--- src/hw/rtl/tat_pkg.sv ---
// ----------------------------------------------------------------------------
// tat_pkg
// Shared types, widths and helpers for the triangle affine transform unit.
// ----------------------------------------------------------------------------
package tat_pkg;

  // vertex store and field widths
  localparam int VERTEX_COUNT = 3;
  localparam int COORD_W      = 24;
  localparam int FACTOR_W     = 16;
  localparam int INDEX_W      = 2;
  localparam int MODE_W       = 2;
  localparam int FACTOR_FRAC  = 14;

  // internal arithmetic widths
  localparam int DIFF_W = COORD_W + 1;
  localparam int PROD_W = DIFF_W + FACTOR_W;
  localparam int SUM_W  = PROD_W + 1;
  localparam int QUOT_W = SUM_W - FACTOR_FRAC;
  localparam int WIDE_W = QUOT_W + 1;

  // stream payload widths
  localparam int IN_BITS    = INDEX_W + 6 * COORD_W + 4 * FACTOR_W;
  localparam int IN_DATA_W  = ((IN_BITS + 7) / 8) * 8;
  localparam int OUT_DATA_W = 2 * VERTEX_COUNT * COORD_W;

  // operation selector carried on tuser
  typedef enum logic [MODE_W-1:0] {
    MODE_LOAD      = 2'd0,
    MODE_TRANSLATE = 2'd1,
    MODE_SCALE     = 2'd2,
    MODE_ROTATE    = 2'd3
  } tat_mode_t;

  // request payload, last member sits in the lowest bits
  typedef struct packed {
    logic signed [FACTOR_W-1:0] sin_value;
    logic signed [FACTOR_W-1:0] cos_value;
    logic signed [FACTOR_W-1:0] factor_y;
    logic signed [FACTOR_W-1:0] factor_x;
    logic signed [COORD_W-1:0]  center_y;
    logic signed [COORD_W-1:0]  center_x;
    logic signed [COORD_W-1:0]  offset_y;
    logic signed [COORD_W-1:0]  offset_x;
    logic signed [COORD_W-1:0]  coord_y;
    logic signed [COORD_W-1:0]  coord_x;
    logic [INDEX_W-1:0]         vertex_index;
  } tat_in_t;

  // clamp a wide two's complement value to the coordinate range
  function automatic logic [COORD_W-1:0] sat_coord(input logic [WIDE_W-1:0] v);
    logic [WIDE_W-COORD_W:0] top;
    logic [COORD_W-1:0]      res;
    top = v[WIDE_W-1:COORD_W-1];
    if (v[WIDE_W-1] && (top != '1)) begin
      res = {1'b1, {(COORD_W-1){1'b0}}};
    end else if (!v[WIDE_W-1] && (top != '0)) begin
      res = {1'b0, {(COORD_W-1){1'b1}}};
    end else begin
      res = v[COORD_W-1:0];
    end
    return res;
  endfunction

endpackage

--- src/hw/rtl/tat_vertex_unit.sv ---
// ----------------------------------------------------------------------------
// tat_vertex_unit
// Next coordinates of one vertex for load, translate, scale and rotate.
// ----------------------------------------------------------------------------
module tat_vertex_unit (
  input  tat_pkg::tat_mode_t                 mode,
  input  logic                               load_en,
  input  tat_pkg::tat_in_t                   item,
  input  logic signed [tat_pkg::COORD_W-1:0] x,
  input  logic signed [tat_pkg::COORD_W-1:0] y,
  output logic signed [tat_pkg::COORD_W-1:0] x_nxt,
  output logic signed [tat_pkg::COORD_W-1:0] y_nxt
);
  import tat_pkg::*;

  logic signed [DIFF_W-1:0]   dx;
  logic signed [DIFF_W-1:0]   dy;
  logic signed [FACTOR_W-1:0] fa;
  logic signed [FACTOR_W-1:0] fb;
  logic signed [PROD_W-1:0]   pa;
  logic signed [PROD_W-1:0]   pb;
  logic signed [PROD_W-1:0]   pc;
  logic signed [PROD_W-1:0]   pd;
  logic [SUM_W-1:0]           sx;
  logic [SUM_W-1:0]           sy;
  logic [WIDE_W-1:0]          wx_mul;
  logic [WIDE_W-1:0]          wy_mul;
  logic [WIDE_W-1:0]          wx_add;
  logic [WIDE_W-1:0]          wy_add;
  logic                       is_scale;

  // offsets from the pivot, exact
  assign dx = {x[COORD_W-1], x} - {item.center_x[COORD_W-1], item.center_x};
  assign dy = {y[COORD_W-1], y} - {item.center_y[COORD_W-1], item.center_y};

  // shared multipliers: scale uses the two diagonal products only
  assign is_scale = (mode == MODE_SCALE);
  assign fa = is_scale ? item.factor_x : item.cos_value;
  assign fb = is_scale ? item.factor_y : item.cos_value;
  assign pa = dx * fa;
  assign pb = dy * fb;
  assign pc = dx * item.sin_value;
  assign pd = dy * item.sin_value;

  // exact sums of products
  assign sx = is_scale ? {pa[PROD_W-1], pa}
                       : ({pa[PROD_W-1], pa} - {pd[PROD_W-1], pd});
  assign sy = is_scale ? {pb[PROD_W-1], pb}
                       : ({pc[PROD_W-1], pc} + {pb[PROD_W-1], pb});

  // floor shift by dropping fraction bits, then add the pivot back
  assign wx_mul = {{(WIDE_W-COORD_W){item.center_x[COORD_W-1]}}, item.center_x}
                + {sx[SUM_W-1], sx[SUM_W-1:FACTOR_FRAC]};
  assign wy_mul = {{(WIDE_W-COORD_W){item.center_y[COORD_W-1]}}, item.center_y}
                + {sy[SUM_W-1], sy[SUM_W-1:FACTOR_FRAC]};

  // translation sums
  assign wx_add = {{(WIDE_W-COORD_W){x[COORD_W-1]}}, x}
                + {{(WIDE_W-COORD_W){item.offset_x[COORD_W-1]}}, item.offset_x};
  assign wy_add = {{(WIDE_W-COORD_W){y[COORD_W-1]}}, y}
                + {{(WIDE_W-COORD_W){item.offset_y[COORD_W-1]}}, item.offset_y};

  // select by operation
  always_comb begin
    x_nxt = x;
    y_nxt = y;
    unique case (mode)
      MODE_LOAD: begin
        if (load_en) begin
          x_nxt = item.coord_x;
          y_nxt = item.coord_y;
        end
      end
      MODE_TRANSLATE: begin
        x_nxt = sat_coord(wx_add);
        y_nxt = sat_coord(wy_add);
      end
      MODE_SCALE, MODE_ROTATE: begin
        x_nxt = sat_coord(wx_mul);
        y_nxt = sat_coord(wy_mul);
      end
      default: begin
        x_nxt = x;
        y_nxt = y;
      end
    endcase
  end

endmodule

--- config.mk ---
export PLATFORM = sky130hd
export DESIGN_NAME = tat_vertex_unit
export DESIGN_NICKNAME = d
export VERILOG_FILES = /design/src/hw/rtl/tat_pkg.sv /design/src/hw/rtl/tat_vertex_unit.sv
export SDC_FILE = /design/constraint.sdc
export NUM_CORES = 2
export LEC_CHECK = 0
export ABC_CLOCK_PERIOD_IN_PS = 46800
export BUFFER_PORTS_ARGS = -buffer_cell sky130_fd_sc_hd__buf_2
export CELL_PAD_IN_SITES_DETAIL_PLACEMENT = 0
export CELL_PAD_IN_SITES_GLOBAL_PLACEMENT = 2
export CORE_ASPECT_RATIO = 2
export CORE_MARGIN = 4
export CORE_UTILIZATION = 35
export DETAILED_ROUTE_END_ITERATION = 10
export GPL_TIMING_DRIVEN = 1
export PLACE_DENSITY_LB_ADDON = 0.1
export REMOVE_ABC_BUFFERS = 1
export SYNTH_ARGS = -nofsm -noshare
export SYNTH_HDL_FRONTEND = slang
export SYNTH_SLANG_ARGS = --single-unit
--- constraint.sdc ---
create_clock -name vclk -period 46.8
set_input_delay 7.02 -clock vclk [all_inputs]
set_output_delay 7.02 -clock vclk [all_outputs]
set_load 0.01 [all_outputs]
# --- After elaboration in Yosys (flattened, before gate mapping) ---
# Index checks and enable logic that the tools add are counted.
totals:
  output_inout_bits: 48
  input_bits: 261
  word_cells: 53
  register_bits: 0
op_classes:
  n_addsub: 8
  n_reduce_logical: 18
  eq_ne: 7
  n_mux: 16
  n_mul: 4
op_table:
  columns: ["operator", "count"]
  rows:
  - ["$mux W24", 10]
  - ["$mul A25 B16 Y41", 4]
  - ["$pmux W24 S3", 2]
  - ["$mux W42", 2]
  - ["$add A24 B28 Y29", 2]
  - ["$add A24 B24 Y25", 2]
  - ["$sub A24 B24 Y25", 2]
  - ["$add A41 B41 Y42", 1]
  - ["$sub A41 B41 Y42", 1]
  - ["$mux W16", 2]
  - ["$ne A6 B6 Y1 const B", 4]
  - ["$reduce_bool A6 Y1", 4]
  - ["$logic_and A1 B1 Y1", 8]
  - ["$eq A2 B2 Y1 const B", 2]
  - ["$logic_not A1 Y1", 4]
  - ["$eq A2 B1 Y1 const B", 1]
  - ["$logic_not A2 Y1", 1]
  - ["$reduce_or A2 Y1", 1]

# --- Depth between registers and ports, before layout ---
depth:
  depth_word: 11
  depth_mapped: 65
  mapped_depth_nobuf: 62

# --- Worst setup path after synthesis ---
# OpenSTA, ideal clock, no wires.
synth_path:
  kind: "input-to-output"
  start: "input port x[0] in the netlist's numbering"
  end: "output port x_nxt[10] in the netlist's numbering"
  required_ps: 39780
  t_arrival_ps: 21124
  path_stages: 59
  n_path_buf: 2
  slack_ps: 18656
  path_cell_list: "inv_1 -> ha_1 -> fa_1 -> nand2b_1 -> a21boi_0 -> o21ai_0 -> a21oi_1 -> a21oi_1 -> o21bai_1 -> a21oi_1 -> xnor2_1 -> clkbuf_1 -> nand2_1 -> fa_1 -> fa_1 -> inv_1 -> fa_1 -> inv_1 -> [23 not listed] -> a2bb2oi_1 -> o31ai_1 -> o311a_1 -> a221o_1 -> xnor2_1 -> mux2i_1 -> ha_1 -> a211oi_1 -> nand2_1 -> a211oi_1 -> nand3_1 -> a31o_1 -> a21oi_2 -> xor2_2 -> o41ai_4 -> clkbuf_1 -> o21ai_0 -> o221ai_1"
synth_via:
  elab_chain_len: 10
  elab_cells_between_ends: 21
  classes_between: "4 x add/sub; 1 x mul; 2 x eq/ne; 6 x mux; 8 x reduce/logical"
synth_lines:
  columns: ["element", "line", "text"]
  rows:
  - ["start, declared", "tat_vertex_unit.sv:9", "input logic signed [tat_pkg::COORD_W-1:0] x,"]
  - ["$sub A24 B24 Y25", "tat_vertex_unit.sv:33", "assign dx = {x[COORD_W-1], x} - {item.center_x[COORD_W-1], item.center_x};"]
  - ["$mul A25 B16 Y41", "tat_vertex_unit.sv:40", "assign pa = dx * fa;"]
  - ["$sub A41 B41 Y42", "tat_vertex_unit.sv:47", ": ({pa[PROD_W-1], pa} - {pd[PROD_W-1], pd});"]
  - ["$mux W42", "tat_vertex_unit.sv:46", "assign sx = is_scale ? {pa[PROD_W-1], pa}"]
  - ["$add A24 B28 Y29", "tat_vertex_unit.sv:53", "+ {sx[SUM_W-1], sx[SUM_W-1:FACTOR_FRAC]};"]
  - ["$reduce_bool A6 Y1 or $logic_not A1 Y1 (tied branches)", "tat_pkg.sv:57", "end else if (!v[WIDE_W-1] && (top != '0)) begin"]
  - ["$logic_and A1 B1 Y1", "tat_pkg.sv:57", null]
  - ["$mux W24", "tat_pkg.sv:57", null]
  - ["$mux W24", "tat_pkg.sv:55", "if (v[WIDE_W-1] && (top != '1)) begin"]
  - ["$pmux W24 S3 *", "tat_vertex_unit.sv:67", "unique case (mode)"]
  - ["end, declared", "tat_vertex_unit.sv:11", "output logic signed [tat_pkg::COORD_W-1:0] x_nxt,"]
# Every way passes the cells marked *; elsewhere a longest branch is shown, timed or not.

# --- Final worst setup path ---
layout_path:
  start: "input port x[0] in the netlist's numbering"
  end: "output port x_nxt[13] in the netlist's numbering"
# The elaborated chain is that of the path after synthesis.

==> results.txt <==
----------------------------------------------------
[Synth]
  Cell area after synthesis ... 0.0704 sq mm
  Count of cell types in the netlist ... 98
  Sequential area share after synthesis ... 0
  Synthesis warning total ... 0
  Dominant cells by area after synthesis ... sky130_fd_sc_hd__fa_1 47%, sky130_fd_sc_hd__ha_1 10%, sky130_fd_sc_hd__inv_1 9.3%, sky130_fd_sc_hd__nand2_1 5.3%, sky130_fd_sc_hd__nor2_1 3.2%
  Post-synthesis area per instance ... 8.47 sq um
  Portion of synthesized cell area occupied by the leading cell type ... 0.471
  Number of standard cells after synthesis ... 8306
  Largest area contributor in the synthesized netlist ... sky130_fd_sc_hd__fa_1

[Route]
  Antenna-violating nets left ... 0
  DRC viols ... 0
  Via count of the routed design ... 59.2k
  Detailed Route Iter0 Violations ... 3259
  WL per Instance ... 28.0 microns
  Avg Vias per Cell ... 5.39
  DR pass1 iterations ... 5
  Detailed Route WL ... 308000 microns

[Global routing]
  Met2 Resource Use GR ... 0.580
  Met3 GRT Util ... 0.0232
  Number of global-route vias before repair ... 65.7k
  Number of antenna violations at the first check in global routing ... 28
  GR Layer Usage met1 ... 0.296
  Maximum number of pins on one net before global-route repair ... 63
  GRT Resource Usage Total ... 0.294
  Wire length of the first global-routing pass ... 447000 microns
  Overflow left after global routing ... 0
  GRT Max-Usage Layer ... met2

[Min path]
  Hold path endpoint ... x_nxt[17]
  Hold Path Stages ... 4
  Hold Crit Class ... in -> out
  Worst Hold Launch ... item[19]

[Worst setup path]
  Crit path buffers/inverters ... 7
  Critical path startpoint category ... primary input
  Type of element capturing the critical path ... output port
  Data arrival time at the worst-slack endpoint ... 25.56 ns
  Slowest stage delay, CP ... 0.97 ns
  Crit-path leading delay family ... adder cells
  Maximum net fanout on the critical path ... 23
  Class of the most critical setup path ... in -> out
  Cell with the largest stage delay on the worst path ... sky130_fd_sc_hd__xor2_2
  Worst Path Required ... 39.78 ns
  Most frequent cell on the critical path ... sky130_fd_sc_hd__fa_1

[Flow run]
  Max-capacitance violation count ... 0

[Finish]
  Count of clock buffers in the final design ... 0
  Storage element area ... 0 sq um
  Commonest non-fill, non-tap cell in the layout ... sky130_fd_sc_hd__inv_1
  Net count of the finished layout ... 10.9k
  Share of layout cells above drive strength 1 ... 0.0783
  Number of flip-flops and latches ... 0
  Commonest non-fill, non-tap cells in the layout ... 1742 x sky130_fd_sc_hd__inv_1, 1655 x sky130_fd_sc_hd__fa_1, 985 x sky130_fd_sc_hd__nand2_1
  P&R area growth vs syn ... 7.33%

[STA]
  RSZ-0062 raised after global routing ... no
  Minimum clock period ... 32.58 ns
  Total negative slack ... 0 ns
  Final clock period utilization by the worst path ... 0.696
  Endpoints failing setup ... 0
  Actual slew at the worst max-slew pin ... 1.32 ns
  Number of max-slew violations in the final report ... 0
  F_max ... 0.0307 GHz
  Remaining max-slew budget at the tightest pin ... 0.106
  Number of hold-slack violations in the final timing report ... 0

[Floorplan]
  Die Wd ... 325 microns
  Vert. Die Dim ... 642 microns
  Placeable Area ... 0.200 sq mm
  Initial cell density of the core ... 0.352
  Number of primary I/O pins ... 309
  Area of the die ... 0.209 sq mm
  # rows ... 232

[Place]
  Number of buffers added on ports ... 307
  Final HPWL DP ... 259000 microns
  Final estimated routing congestion in global placement ... 0.923

[Clocking]
  Count of instances resized after the clock tree is built ... 0
  Number of buffers inserted for hold repair after clock tree synthesis ... 0
  Number of buffers inserted by post-CTS setup repair ... 0

[Outcome]
  Run status ... complete, no violations

----------------------------------------------------
## metrics by stage
step / hold WS [ns] / instances / setup WS, ns / instance area, sq um / util
3_3_place_gp: 14.47 / 10969 / 14.08 / 75500 / 0.378
2_1_floorplan: 14.17 / 7903 / 16.30 / 68800 / -
4_1_cts: 14.47 / 10969 / 14.05 / 75500 / 0.378
5_1_grt: 14.48 / 10975 / 13.22 / 75500 / 0.378
6_report: 14.46 / 10978 / 14.22 / 75500 / 0.378
3_5_place_dp: 14.46 / 10969 / 14.13 / 75500 / 0.378
## synthesized netlist by cell type, types with 84 or more instances
cell                       count
sky130_fd_sc_hd__nand2_1     988
sky130_fd_sc_hd__ha_1        574
sky130_fd_sc_hd__clkbuf_1    358
sky130_fd_sc_hd__a21oi_1     306
sky130_fd_sc_hd__inv_1      1742
sky130_fd_sc_hd__nor2_1      608
sky130_fd_sc_hd__a21o_1      109
sky130_fd_sc_hd__and2_1      298
sky130_fd_sc_hd__nand3_1     170
sky130_fd_sc_hd__nor2b_1      94
sky130_fd_sc_hd__xnor2_1     219
sky130_fd_sc_hd__o21ai_0     185
sky130_fd_sc_hd__nor3_1       84
sky130_fd_sc_hd__fa_1       1655
## kinds of logic after synthesis
group                    count (synthesis)  share of synthesized area
XOR/XNOR                               298                     0.0374
AO/OA/AOI/OAI                         1077                      0.103
adder cells (fa/ha/maj)               2229                      0.573
AND/OR/NAND/NOR                       2490                      0.162
buffers and inverters                 2147                      0.115
multiplexers                            65                    0.00944
## final cells by class
cell class	count	area [sq um]
Timing Repair Buffer	492	2930
Fill cell	21244	124000
Multi-Input combinational cell	6159	62800
Inverter	1744	6550
Antenna cell	9	22.5
Tap cell	2574	3220
## worst max path at each step
stage            start        end  cells after the start  slack [ns]
6_report          x[0]  x_nxt[13]                     55       14.22
5_1_grt           x[0]   x_nxt[7]                     58       13.22
4_1_cts           x[0]  x_nxt[13]                     58       14.05
3_5_place_dp      x[0]  x_nxt[13]                     58       14.13
3_3_place_gp      x[0]  x_nxt[11]                     55       14.08
2_1_floorplan  mode[0]   x_nxt[0]                     50       16.30
## layer usage
metal	wire [microns]	part of all wire
met1	102000	0.33
met2	171000	0.55
met3	10700	0.035
met4	25000	0.081
met5	11	0.000036
Power is left out: the tool's default activity adds up to more than one toggle a clock period on the data nets, which glitch-free logic cannot reach.
